<file path="src/cnr_pkg.sv">
// Shared types, constants and command/status structs for the cubic Newton root solver.
`default_nettype none
package cnr_pkg;

    typedef struct packed {
        logic signed [31:0] coef_cubic;
        logic signed [31:0] coef_square;
    } cnr_in_t;

    typedef struct packed {
        logic signed [31:0] root;
        logic        [7:0]  steps;
        logic               not_converged;
        logic               zero_slope;
    } cnr_out_t;

    localparam int unsigned IDX_TOLERANCE = 0;
    localparam int unsigned IDX_MAX_ITER  = 1;
    localparam logic [24:0] TOL_RESET     = 25'd168;
    localparam logic [7:0]  MAXIT_RESET   = 8'd32;
    localparam int unsigned CFG_IDX_W     = 1;
    localparam int unsigned CFG_DATA_W    = 25;

    // Datapath operations issued by the controller
    typedef enum logic [3:0] {
        OP_NONE  = 4'd0,
        OP_LOAD  = 4'd1,
        OP_MUL   = 4'd2,
        OP_SUMF  = 4'd3,
        OP_SUMD  = 4'd4,
        OP_DIVGO = 4'd5,
        OP_UPD   = 4'd6,
        OP_TEST  = 4'd7
    } cnr_op_t;

    // Multiplier operand / destination selects
    typedef enum logic [2:0] {
        M_XX  = 3'd0,
        M_X2X = 3'd1,
        M_AX3 = 3'd2,
        M_BX2 = 3'd3,
        M_AX2 = 3'd4,
        M_BX  = 3'd5
    } cnr_msel_t;

    typedef struct packed {
        cnr_op_t   op;
        cnr_msel_t msel;
    } cnr_cmd_t;

    typedef struct packed {
        logic d_zero;
        logic div_done;
        logic converged;
    } cnr_stat_t;

    function automatic logic signed [31:0] sat32(input logic signed [35:0] v);
        if (v > 36'sd2147483647)
            sat32 = 32'sh7fffffff;
        else if (v < -36'sd2147483648)
            sat32 = 32'sh80000000;
        else
            sat32 = v[31:0];
    endfunction

endpackage
`default_nettype wire

</file>
<file path="src/cnr_ctrl.sv">
// Controller: sequences each Newton step and the item handshakes.
`default_nettype none
module cnr_ctrl (
    input  wire logic              clk,
    input  wire logic              rst_n,
    input  wire logic              in_valid,
    output logic                   in_ready,
    output logic                   out_valid,
    input  wire logic              out_ready,
    input  wire logic [7:0]        max_iter,
    input  wire cnr_pkg::cnr_stat_t stat,
    output cnr_pkg::cnr_cmd_t      cmd,
    output logic [7:0]             steps,
    output logic                   not_converged,
    output logic                   zero_slope
);
    import cnr_pkg::*;

    typedef enum logic [8:0] {
        S_IDLE = 9'b000000001,
        S_CHK  = 9'b000000010,
        S_MUL  = 9'b000000100,
        S_SUM  = 9'b000001000,
        S_DZ   = 9'b000010000,
        S_DIV  = 9'b000100000,
        S_UPD  = 9'b001000000,
        S_TEST = 9'b010000000,
        S_OUT  = 9'b100000000
    } state_t;

    state_t    state_reg, state_next;
    cnr_msel_t msel_reg, msel_next;
    logic [7:0] steps_reg, steps_next;
    logic nc_reg, nc_next, zs_reg, zs_next, sumd_reg, sumd_next;

    always_comb
    begin
        state_next = state_reg;
        msel_next  = msel_reg;
        steps_next = steps_reg;
        nc_next    = nc_reg;
        zs_next    = zs_reg;
        sumd_next  = sumd_reg;
        cmd.op     = OP_NONE;
        cmd.msel   = msel_reg;
        case (state_reg)
            S_IDLE:
            begin
                if (in_valid)
                begin
                    cmd.op     = OP_LOAD;
                    steps_next = '0;
                    nc_next    = 1'b0;
                    zs_next    = 1'b0;
                    state_next = S_CHK;
                end
            end
            S_CHK:
            begin
                if (steps_reg >= max_iter)
                begin
                    nc_next    = 1'b1;
                    state_next = S_OUT;
                end
                else
                begin
                    msel_next  = M_XX;
                    state_next = S_MUL;
                end
            end
            S_MUL:
            begin
                cmd.op = OP_MUL;
                case (msel_reg)
                    M_XX:    msel_next = M_X2X;
                    M_X2X:   msel_next = M_AX3;
                    M_AX3:   msel_next = M_BX2;
                    M_BX2:   msel_next = M_AX2;
                    M_AX2:   msel_next = M_BX;
                    default:
                    begin
                        sumd_next  = 1'b0;
                        state_next = S_SUM;
                    end
                endcase
            end
            S_SUM:
            begin
                cmd.op = sumd_reg ? OP_SUMD : OP_SUMF;
                sumd_next = 1'b1;
                if (sumd_reg)
                    state_next = S_DZ;
            end
            S_DZ:
            begin
                if (stat.d_zero)
                begin
                    zs_next    = 1'b1;
                    state_next = S_OUT;
                end
                else
                begin
                    cmd.op     = OP_DIVGO;
                    state_next = S_DIV;
                end
            end
            S_DIV:
            begin
                if (stat.div_done)
                    state_next = S_UPD;
            end
            S_UPD:
            begin
                cmd.op     = OP_UPD;
                steps_next = steps_reg + 8'd1;
                state_next = S_TEST;
            end
            S_TEST:
            begin
                cmd.op     = OP_TEST;
                state_next = stat.converged ? S_OUT : S_CHK;
            end
            S_OUT:
            begin
                if (out_ready)
                    state_next = S_IDLE;
            end
            default: state_next = S_IDLE;
        endcase
    end

    always_ff @(posedge clk or negedge rst_n)
    begin
        if (!rst_n)
        begin
            state_reg <= S_IDLE;
            msel_reg  <= M_XX;
            steps_reg <= '0;
            nc_reg    <= 1'b0;
            zs_reg    <= 1'b0;
            sumd_reg  <= 1'b0;
        end
        else
        begin
            state_reg <= state_next;
            msel_reg  <= msel_next;
            steps_reg <= steps_next;
            nc_reg    <= nc_next;
            zs_reg    <= zs_next;
            sumd_reg  <= sumd_next;
        end
    end

    assign in_ready      = (state_reg == S_IDLE);
    assign out_valid     = (state_reg == S_OUT);
    assign steps         = steps_reg;
    assign not_converged = nc_reg;
    assign zero_slope    = zs_reg;
endmodule
`default_nettype wire

</file>
<file path="config.mk">
export PLATFORM = sky130hd
export DESIGN_NAME = cnr_ctrl
export DESIGN_NICKNAME = d
export VERILOG_FILES = /design/src/cnr_pkg.sv /design/src/cnr_ctrl.sv
export SDC_FILE = /design/constraint.sdc
export NUM_CORES = 1
export LEC_CHECK = 0
export BUFFER_PORTS_ARGS = -buffer_cell sky130_fd_sc_hd__buf_2
export CAP_MARGIN = 0
export CORE_UTILIZATION = 30
export CTS_BUF_LIST = sky130_fd_sc_hd__clkbuf_16
export DETAILED_ROUTE_END_ITERATION = 10
export PLACE_DENSITY = 0.59
export RECOVER_POWER = 25
export SLEW_MARGIN = 30
export SYNTH_ARGS = -nofsm -noshare
export SYNTH_HDL_FRONTEND = slang
export SYNTH_SLANG_ARGS = --single-unit
</file>
<file path="constraint.sdc">
create_clock -name clk -period 4.8 [get_ports clk]
set_clock_uncertainty 0.2 [all_clocks]
set_input_delay 0.24 -clock clk [delete_from_list [all_inputs] [get_ports clk]]
set_output_delay 0.24 -clock clk [all_outputs]
set_load 0.02 [all_outputs]
</file>
# After elaboration in Yosys (flattened, before gate mapping)
# Cells that the tools add are included.
[totals]
ff_bits = 23
in_bits = 15
out_inout_bits = 19
wordCells = 68
[op_classes]
reduce_logical = 13
eq_ne = 22
n_lt_le_gt_ge = 1
muxes = 25
add_sub_neg = 1
[op_table]
columns = ["op", "count"]
rows = [
  ["$pmux W9 S9", 1],
  ["$mux W9", 8],
  ["$pmux W3 S6", 1],
  ["$pmux W8 S2", 1],
  ["$pmux W3 S5", 1],
  ["$ne A2 B2 Y1 const B", 7],
  ["$reduce_bool A2 Y1", 5],
  ["$eq A9 B1 Y1 const B", 1],
  ["$eq A9 B2 Y1 const B", 1],
  ["$eq A9 B3 Y1 const B", 1],
  ["$eq A9 B4 Y1 const B", 1],
  ["$eq A9 B5 Y1 const B", 1],
  ["$eq A9 B6 Y1 const B", 1],
  ["$eq A9 B7 Y1 const B", 1],
  ["$eq A9 B8 Y1 const B", 1],
  ["$eq A9 B9 Y1 const B", 1],
  ["$mux W3", 3],
  ["$reduce_and A3 Y1", 3],
  ["$add A8 B1 Y8 const B", 1],
  ["$ge A8 B8 Y1", 1],
  ["$mux W8", 1],
  ["$eq A3 B2 Y1 const B", 2],
  ["$ne A6 B6 Y1 const B", 1],
  ["$pmux W1 S2", 3],
  ["9 further kinds", 14],
]

# Logic depth before layout (Yosys ltp)
# Gate-level depths: netlist of the first run.
[depth]
word_depth = 4
depth_mapped = 8
ltp_nobuf = 7

# Least setup slack after synthesis of the first run
# No wires, ideal clock.
[synth_timing]
path_type = "flip-flop to flip-flop"
startpoint = "register steps_reg[2], in the netlist steps[2]"
endpoint = "register msel_reg[0]"
path_stages_with_launch = 7
period_less_slack_ns = 2.213
t_arrival_ns = 1.888
n_path_buf = 0
path_slack_ns = 2.587
setup_time_ns = 0.125
required_time_ns = 4.475
path_cell_list = "dfrtp_1 ha_1 or4_1 a21oi_1 o31ai_1 o22ai_4 mux2_4"
[synth_via]
elab_chain_cells = 3
[synth_lines]
columns = ["element", "line", "rtl"]
rows = [
  ["start: declaration", "cnr_ctrl.sv:33", "logic [7:0] steps_reg, steps_next;"],
  ["start signal: assignment", "cnr_ctrl.sv:147", "steps_reg <= steps_next;"],
  ["$ge A8 B8 Y1", "cnr_ctrl.sv:60", "if (steps_reg >= max_iter)"],
  ["$ne A2 B2 Y1 (no source line)", "--", ""],
  ["$reduce_and A3 Y1 (no source line)", "--", ""],
  ["end signal: assignment", "cnr_ctrl.sv:146", "msel_reg <= msel_next;"],
  ["end: declaration", "cnr_ctrl.sv:32", "cnr_msel_t msel_reg, msel_next;"],
]
# No other way between the ends.
# A chain may end at the register's enable or synchronous reset.

==> results of run 1 <==
[path summary, 6_finish.rpt]
| path | from | endpoint | depth (start not counted) |
|---|---|---|---|
| worst max-delay path | state_reg[2] | cmd[3] | 7 |
| worst min-delay path | stat[1] | state_reg[6] | 3 |
| worst max register to register | steps[0] | msel_reg[0] | 7 |
| worst min register to register | msel_reg[2] | msel_reg[1] | 1 |
| max in group asynchronous | rst_n | msel_reg[2] | 2 |
| min in group asynchronous | rst_n | msel_reg[0] | 2 |
[power groups by stage]
stage               Clock [uW]  Sequential (uW)  Combinational (uW)
floorplan                    0              263                 199
global placement             0              267                 259
detailed placement           0              267                 257
CTS                        185              264                 260
global route               194              270                 285
finish                     179              264                 257
[final cells by class]
type	count	area [sq um]	area share, %
Timing Repair Buffer	33	169	9.20
Sequential cell	23	577	31.4
Clock buffer	3	75.1	4.09
Tap cell	67	83.8	4.57
Multi-Input combinational cell	127	870	47.4
Clock inverter	1	5.00	0.273
Inverter	15	56.3	3.07
[worst max-delay path, cell delays in order (launching register included)]
cell      delay, ps
dfrtp_1         480
nor3_2          430
and2_1          240
nand3b_1        180
inv_2           110
and2_1          270
or3_1           160
buf_2           160
[cells by family after synthesis]
group / after synthesis
and+or+nand+nor: 72
AOI/OAI and AO/OA: 38
DFF: 23
buffers and inverters: 20
adders and majority gates: 9
xor gates and xnor gates: 6
other: 1
muxes: 1
[cell usage after synthesis (all sizes together), types with 2 or more instances]
cell / number / area [sq um]
o22ai: 2 / 26.3
nand2: 11 / 41.3
or3: 4 / 25.0
nor2: 15 / 56.3
o31ai: 2 / 15.0
a21oi: 15 / 75.1
o32ai: 2 / 17.5
inv: 15 / 56.3
nand3: 6 / 42.5
and2: 2 / 12.5
buf: 4 / 28.8
xnor2: 3 / 26.3
nand4: 7 / 43.8
nor3: 7 / 51.3
or4: 2 / 18.8
xor2: 3 / 26.3
o21a: 2 / 15.0
and3: 2 / 12.5
dfrtp: 22 / 551
or3b: 3 / 26.3
o21ai: 8 / 40.0
ha: 9 / 113
nand2b: 4 / 25.0
[metrics by stage]
stage	power (uW)	setup slack, ps	utilization (%)	instances	hold WS, ps
after floorplan	463	2590	-	170	-256
after global placement	527	2310	36.3	264	54.8
after detailed placement	525	2350	36.3	264	56.2
after CTS	709	2050	38.1	269	8.75
after global routing	749	1920	38.1	269	27.0
final	700	2080	38.1	269	9.18
[metal layers]
layer | part of all wire [%] | wire length [um] | track usage [%] | up-vias
met4 | 0.23 | 8 | 1.92 | 0
met3 | 3.5 | 120 | 2.88 | 2
met2 | 46 | 1580 | 22.6 | 27
met5 | 0 | 0 | 0 | -
li1 | - | - | - | 671
met1 | 50 | 1740 | 20.1 | 621
[what timing repair did]
item                                   CTS  global route
endpoints found under the hold margin   22             0
buffers inserted                         0             0
hold buffers                             1             0
==> summary.txt, run 1 <==
status: complete, no violations
Worst Hold Class: in2reg
# DRC: 0
Worst R2R Setup Slack: 2490 ps
Critical Path AT: 2280 ps
sw frac: 36.9%
final-report max-slew violation count: 0
combinational power share: 36.6%
critical path required time: 4360 ps
Post-Route WL: 3450 um
first drt pass iteration count: 4
xor/xnor share of the synthesized area: 3.42%
RD Place Congestion: 0.828
clock share of power: 25.6%
worst slew pin tran: 1280 ps
VDD IR max: 203 uV
DR vias/cell: 4.91
Compound-Gate Fraction of Synth Area: 16.1%
Seq/Total Area, Yosys: 37.6%
PwrDens: 382 nW/um^2
Die ar.: 5410 sq um
Tcrit/Tclk final: 56.8%
n_diodes: 0
Int Pwr: 442 uW
Yosys reg bits: 23
asr flop ratio synth: 100%
multiplexer area fraction after synthesis: 0.978%
simple-gate share of the synthesized area: 28.6%
Synth Flop Type: dfrtp_1
FP Rows: 25
adder-cell share of the synthesized area: 7.33%
remaining global-route overflow: 0
CTS max path bufs: 2
most frequent cells in the layout: buf_2 (31), dfrtp_1 (22), nor2_1 (15), a21oi_1 (15), inv_1 (14)
Max Cap Viol: 0
antenna violations before repair: 0
Avg Synthesized Cell Area: 9.03 sq um
synth warn: 0
Worst slew margin: 14.8%
clock root buffer: clkbuf_16
P_sw: 258 uW
main combinational cell family by area after synthesis: simple AND/OR/NAND/NOR gates
die height: 73.5 um
Sink Count: 23
Hold Vio Cnt, Final: 0
commonest non-fill, non-tap cell in the layout: buf_2
Die W: 73.5 um
Mapped Cells: 170
Final ANT Viol Nets: 0
largest net degree at the start of global routing: 24
Max Freq: 367 MHz
setup_tns: 0 ps
Reg power frac: 37.7%
Layout Nets: 227
Area after DPL: 1750 sq um
Final Critical Period: 2720 ps
Via Count: 1321
HPWL after detailed placement: 2660 um
number of enable flip-flop cells after synthesis: 0
TritonCTS Buffers: 3
fin area: 1840 sq um
fill count: 513
CP Max Fanout: 7
library cells used by synthesis: 52
global-route wire length before repair: 5830 um
post-CTS resize count: 0
Iter 0 DRT Violations: 125
Final Setup Violations: 0
# port buffers: 32
Layout area overhead: 19.6%
Largest register FFs: 9
CTS tree: built
Clk Latency, worst-skew pair: 250 ps
# IOs: 34
Avg WL per Cell: 12.8 um
Syn Nets: 194
CTS clk-pin slew, worst paths: 60 ps
H-tree Lvls: 1
GR Util All Layers: 14.1%
post-synthesis instance area: 1540 sq um
Initial Util: 31.9%
Critical Path End Type: primary output
Core Area: 4820 sq um
vias in the first global route: 1207
RSZ-0062 raised after global routing: false
CP Launch Type: flop
Setup CP Type: reg2out
fraction of layout cells with a size suffix above 1: 22.8%
Lkg Pwr: 0.000908 uW
Power figures use the tool's default switching activity.
==> run 2, diff against run 1 <==
--- a/config.mk
+++ b/config.mk
@@ -5,6 +5,7 @@
 export SDC_FILE = /design/constraint.sdc
 export NUM_CORES = 1
 export LEC_CHECK = 0
+export ABC_AREA = 1
 export BUFFER_PORTS_ARGS = -buffer_cell sky130_fd_sc_hd__buf_2
 export CAP_MARGIN = 0
 export CORE_UTILIZATION = 30
==> constraint.sdc (replaced) <==
create_clock -name clk -period 2.51 [get_ports clk]
set_clock_uncertainty 0.2 [all_clocks]
set_input_delay 0.1255 -clock clk [delete_from_list [all_inputs] [get_ports clk]]
set_output_delay 0.1255 -clock clk [all_outputs]
set_load 0.02 [all_outputs]
==> summary.txt, run 2 <==
status: complete, no violations (unchanged)
PwrDens: 766 nW/um^2 (was 382 nW/um^2)
final-report max-slew violation count: 0 (unchanged)
Final Critical Period: 2250 ps
Tcrit/Tclk final: 89.5%
CTS clk-pin slew, worst paths: 60 ps (about the same)
VDD IR max: 436 uV (was 203 uV)
number of enable flip-flop cells after synthesis: 0 (unchanged)
HPWL after detailed placement: 2700 um (was 2660 um)
Layout Nets: 287 (was 227)
Seq/Total Area, Yosys: 35.6% (was 37.6%)
largest net degree at the start of global routing: 24 (unchanged)
Finished Layout Cells: 332 (was 269)
first drt pass iteration count: 4 (unchanged)
sw frac: 42.2% (was 36.9%)
clock share of power: 23.2% (was 25.6%)
FP Rows: 26 (was 25)
postcts setup bufs: 0 (unchanged)
Clk Latency, worst-skew pair: 260 ps (was 250 ps)
Worst slew margin: 12.5% (was 14.8%)
Setup crit start: steps[7] (was state_reg[2])
Critical Path End Type: flop (was primary output)
Lkg Pwr: 0.00114 uW (was 0.000908 uW)
Synth top area share: 34.0% (was 35.9%)
Synth area leader: dfrtp_1 (unchanged)
remaining global-route overflow: 0 (unchanged)
Max Cap Viol: 0 (unchanged)
Final Setup Violations: 0 (unchanged)
Yosys reg bits: 23 (unchanged)
Mapped Cells: 220 (was 170)
Int Pwr: 891 uW (was 442 uW)
Power Total: 1540 uW (was 700 uW)
Avg Synthesized Cell Area: 7.37 sq um (was 9.03 sq um)
most frequent cells in the layout: nand2_1 (60), inv_1 (31), buf_2 (31) (was buf_2 (31), dfrtp_1 (22), nor2_1 (15), a21oi_1 (15), inv_1 (14))
vias in the first global route: 1209 (was 1207)
top-count cell post-synth: nand2_1 (was dfrtp_1)
CP Launch Type: flop (unchanged)
global-route wire length before repair: 5380 um (was 5830 um)
# DRC: 0 (unchanged)
worst slew pin tran: 1310 ps (was 1280 ps)
Layout area overhead: 24.2% (was 19.6%)
GR Util All Layers: 12.7% (was 14.1%)
n_diodes: 0 (unchanged)
CP Max Fanout: 4 (was 7)
worst hold slack: 146 ps (was 9.18 ps)
Initial Util: 31.5% (was 31.9%)
critical path required time: 2450 ps (was 4360 ps)
Sink Count: 23 (unchanged)
H-tree Lvls: 1 (unchanged)
fraction of layout cells with a size suffix above 1: 24.8% (was 22.8%)
commonest non-fill, non-tap cell in the layout: nand2_1 (was buf_2)
synth cell count leaders: nand2_1 (60), inv_1 (31), dfrtp_1 (22), nor2_1 (21), nand3_1 (13) (was dfrtp_1 (22), a21oi_1 (15), nor2_1 (15), inv_1 (14), nand2_1 (11))
# port buffers: 32 (unchanged)
Die W: 75.5 um (was 73.5 um)
asr flop ratio synth: 100% (unchanged)
P_sw: 650 uW (was 258 uW)
RD Place Congestion: 0.830 (was 0.828)
setup_tns: 0 ps (unchanged)
post-CTS resize count: 0 (unchanged)
Core Area: 5140 sq um (was 4820 sq um)
library cells used by synthesis: 29 (was 52)
post-synthesis instance area: 1620 sq um (was 1540 sq um)
Reg power frac: 31.3% (was 37.7%)
Final ANT Viol Nets: 0 (unchanged)
Hold Buf Count CTS: 7 (was 1)
# IOs: 34 (unchanged)
CTS max path bufs: 2 (unchanged)
fill count: 562 (was 513)
FF-to-FF Start: steps[7] (was steps[0])
Iter 0 DRT Violations: 29 (was 125)
Avg WL per Cell: 10.2 um (was 12.8 um)
combinational power share: 45.5% (was 36.6%)
RSZ-0062 raised after global routing: false (unchanged)
post-layout util: 39.1% (was 38.1%)
Worst Hold Class: in2reg (unchanged)
Post-Route WL: 3400 um (was 3450 um)
placed insts: 321 (was 264)
Setup CP Type: reg2reg (was reg2out)
Hold Vio Cnt, Final: 0 (unchanged)
Critical Path AT: 2190 ps (was 2280 ps)
Synth Flop Type: dfrtp_1 (unchanged)
Syn Nets: 244 (was 194)
clock root buffer: clkbuf_16 (unchanged)
Hold Crit Start: out_ready (was stat[1])
synth warn: 0 (unchanged)
TritonCTS Buffers: 3 (unchanged)
DR vias/cell: 4.41 (was 4.91)
Die ar.: 5700 sq um (was 5410 sq um)
Via Count: 1463 (was 1321)
Max Freq: 445 MHz
Largest register FFs: 9 (unchanged)
CTS tree: built (unchanged)
antenna violations before repair: 0 (unchanged)
Synth area leaders: dfrtp_1 (34%), nand2_1 (14%), inv_1 (7.2%) (was dfrtp_1 (36%), ha_1 (7.3%), a21oi_1 (4.9%))
die height: 75.5 um (was 73.5 um)
==> run 2: path summary, 6_finish.rpt <==
check	slack, ps	cells past startpoint	to
min in group asynchronous	480	2	msel_reg[0]
setup / recovery	260	9	state_reg[8]
hold / removal	150	5	state_reg[6]
hold reg to reg	270	2	zero_slope
setup reg to reg	260	9	state_reg[8]
max in group asynchronous	860	2	state_reg[8]
==> run 2: cells by family after synthesis <==
kind of cell	synth area share, %
and+or+nand+nor	40.1
buffers and inverters	8.57
DFF	35.6
AOI/OAI and AO/OA	6.41
adders and majority gates	6.95
xor gates and xnor gates	2.16
other	0.231
==> run 2: routing by layer <==
| layer | part of all wire [%] | vias up | GRT usage, % |
|---|---|---|---|
| met4 | 1.8 | 0 | 5.56 |
| li1 | - | 785 | - |
| met3 | 3.2 | 4 | 2.78 |
| met1 | 52 | 651 | 17.8 |
| met2 | 43 | 23 | 18.8 |
| met5 | 0 | - | 0 |
==> run 2: cell type report <==
class | instances | area [sq um] | area share (%)
clock inverters | 1 | 7.51 | 0.373
repair buffers | 39 | 229 | 11.4
clock buffers | 3 | 75.1 | 3.73
inverters | 35 | 131 | 6.53
flip-flops and latches | 23 | 577 | 28.7
well taps | 70 | 87.6 | 4.35
multi-input cells | 161 | 905 | 45.0
==> run 2: power groups by stage <==
| stage | Clock, uW | Combinational [uW] | Sequential, uW |
|---|---|---|---|
| 2_1_floorplan | 0 | 513 | 510 |
| 3_3_place_gp | 0 | 694 | 489 |
| 3_5_place_dp | 0 | 693 | 491 |
| 4_1_cts | 364 | 705 | 484 |
| 5_1_grt | 377 | 796 | 491 |
| 6_report | 357 | 701 | 483 |
==> run 2: metrics by stage <==
stage / area [sq um] / setup WS (ps)
2_1_floorplan: 1620 / 795
3_3_place_gp: 1860 / 723
3_5_place_dp: 1860 / 715
4_1_cts: 2010 / 244
5_1_grt: 2010 / 101
6_report: 2010 / 264
==> run 2: critical path: stages, from the launching register on <==
cell and delay, ps:
dfrtp_1 420, ha_1 300, nand2_1 70, inv_1 30, nor2_1 70, o21a_1 190, nand2_1 70, nand2_1 120
nand4_1 80, dlygate4sd3_1 560
==> run 3, diff against run 2 <==
--- a/config.mk
+++ b/config.mk
@@ -12,7 +12,6 @@
 export CTS_BUF_LIST = sky130_fd_sc_hd__clkbuf_16
 export DETAILED_ROUTE_END_ITERATION = 10
 export PLACE_DENSITY = 0.59
-export RECOVER_POWER = 25
 export SLEW_MARGIN = 30
 export SYNTH_ARGS = -nofsm -noshare
 export SYNTH_HDL_FRONTEND = slang
==> summary.txt, run 3 (synthesis gave the netlist of run 2 again) <==
CP Launch Type: flop (unchanged)
Layout Nets: 287 (unchanged)
Via Count: 1461 (was 1463)
most frequent cells in the layout: nand2_1 (60), buf_2 (32), inv_1 (31) (was nand2_1 (60), inv_1 (31), buf_2 (31))
Initial Util: 31.5% (unchanged)
CTS max path bufs: 2 (unchanged)
# DRC: 0 (unchanged)
CP Max Fanout: 4 (unchanged)
first drt pass iteration count: 4 (unchanged)
antenna violations before repair: 0 (unchanged)
FF-to-FF Start: steps[7] (unchanged)
Hold Vio Cnt, Final: 0 (unchanged)
Critical Path End Type: flop (unchanged)
setup_tns: 0 ps (unchanged)
Worst Hold Class: in2reg (unchanged)
Post-Route WL: 3400 um (about the same)
Reg power frac: 31.3% (about the same)
Int Pwr: 891 uW (about the same)
Largest register FFs: 9 (unchanged)
Iter 0 DRT Violations: 29 (unchanged)
Critical Path, Cell by Cell: ha_1, nand2_1, inv_1, nor2_1, o21a_1, nand2_1, nand2_1, nand4_1, dlygate4sd3_1 (unchanged)
# IOs: 34 (unchanged)
fraction of layout cells with a size suffix above 1: 25.2% (was 24.8%)
clock root buffer: clkbuf_16 (unchanged)
Setup WS post-layout: 264 ps (unchanged)
PwrDens: 765 nW/um^2 (was 766 nW/um^2)
Core Area: 5140 sq um (unchanged)
worst slack, placed: 715 ps (unchanged)
critical path capture point: state_reg[8] (unchanged)
Crit path largest cell delay: 560 ps (about the same)
largest net degree at the start of global routing: 24 (unchanged)
Lkg Pwr: 0.00115 uW (was 0.00114 uW)
commonest non-fill, non-tap cell in the layout: nand2_1 (unchanged)
Max Freq: 445 MHz (unchanged)
RD Place Congestion: 0.830 (unchanged)
Die W: 75.5 um (unchanged)
post-CTS resize count: 0 (unchanged)
Most common cell on crit path: nand2_1 (unchanged)
GR Util All Layers: 12.7% (unchanged)
Final ANT Viol Nets: 0 (unchanged)
worst slew pin tran: 547 ps (was 1310 ps)
Die ar.: 5700 sq um (unchanged)
post-layout util: 39.2% (was 39.1%)
VDD IR max: 436 uV (about the same)
status: complete, no violations (unchanged)
crit path max-delay cell type: dlygate4sd3_1 (unchanged)
clock share of power: 23.2% (about the same)
DR vias/cell: 4.40 (was 4.41)
remaining global-route overflow: 0 (unchanged)
Crit. path cell count: 9 (unchanged)
combinational power share: 45.5% (about the same)
Layout area overhead: 24.2% (about the same)
Final Critical Period: 2250 ps (unchanged)
die height: 75.5 um (unchanged)
Worst R2R Setup Slack: 260 ps (about the same)
global-route wire length before repair: 5380 um (unchanged)
worst path bufs/invs: 2 (unchanged)
final-report max-slew violation count: 0 (unchanged)
FP Rows: 26 (unchanged)
vias in the first global route: 1209 (unchanged)
RSZ-0062 raised after global routing: false (unchanged)
Final Setup Violations: 0 (unchanged)
P_sw: 650 uW (about the same)
worst reg-to-reg path cell count: 9 (unchanged)
n_diodes: 0 (unchanged)
Hold Buf Count CTS: 7 (unchanged)
CP top delay family: buffers and inverters (unchanged)
CTS tree: built (unchanged)
Setup CP Type: reg2reg (unchanged)
Max Cap Viol: 0 (unchanged)
# port buffers: 32 (unchanged)
Worst slew margin: 63.6% (was 12.5%)
Sink Count: 23 (unchanged)
Avg WL per Cell: 10.2 um (about the same)
Setup crit start: steps[7] (unchanged)
Clk Latency, worst-skew pair: 260 ps (about the same)
Tcrit/Tclk final: 89.5% (unchanged)
Critical Path AT: 2190 ps (about the same)
HPWL after detailed placement: 2700 um (unchanged)
reg-to-reg endpoint: state_reg[8] (unchanged)
critical path required time: 2450 ps (about the same)
H-tree Lvls: 1 (unchanged)
CTS clk-pin slew, worst paths: 60 ps (about the same)
TritonCTS Buffers: 3 (unchanged)
sw frac: 42.2% (about the same)
postcts setup bufs: 0 (unchanged)
run 3: cell types whose count changed in the layout (fill, tap and decap cells not counted):
cell,change
buf_2,+1
clkbuf_1,-1
run 3: how the worst min path moves through the flow:
stage / startpoint / end / slack [ps] / depth (start not counted)
2_1_floorplan: rst_n / msel_reg[0] / -370 / 0
3_3_place_gp: rst_n / msel_reg[2] / -50 / 1
3_5_place_dp: rst_n / msel_reg[2] / -50 / 1
4_1_cts: out_ready / state_reg[6] / 150 / 5
5_1_grt: out_ready / state_reg[6] / 210 / 5
6_report: out_ready / state_reg[6] / 150 / 5
run 3: worst reg2reg max path, stage by stage (launching register included):
cell and delay (ps):
dfrtp_1 420, ha_1 300, nand2_1 70, inv_1 30, nor2_1 70, o21a_1 190, nand2_1 70, nand2_1 120
nand4_1 80, dlygate4sd3_1 560
run 3: cell type report:
cell class                 count  area (sq um)
fill                         561          3130
multi-input combinational    161           905
sequential                    23           577
timing repair buffer          39           230
inverter                      35           131
tap                           70          87.6
clock buffer                   3          75.1
clock inverter                 1          7.51
run 3: power groups by stage:
stage | clock network [uW] | logic, uW | registers [uW]
3_3_place_gp | 0 | 694 | 489
2_1_floorplan | 0 | 513 | 510
4_1_cts | 364 | 705 | 484
5_1_grt | 377 | 796 | 491
6_report | 357 | 701 | 483
3_5_place_dp | 0 | 693 | 491
run 3: metal layers:
metal  global-route usage, %  share of wire, %  vias to the layer above
li1                        -                 -                      785
met4                    5.56               1.8                        0
met5                       0                 0                        -
met1                    17.8                52                      649
met2                    18.8                43                       23
met3                    2.78               3.2                        4
run 3: through the flow:
stage	cell area, sq um	hold WS [ps]	total power, uW	std cells
floorplan	1620	-370	1020	220
global placement	1860	-45.6	1180	321
detailed placement	1860	-49.1	1180	321
CTS	2010	147	1550	332
global route	2010	214	1660	332
finish	2010	146	1540	332
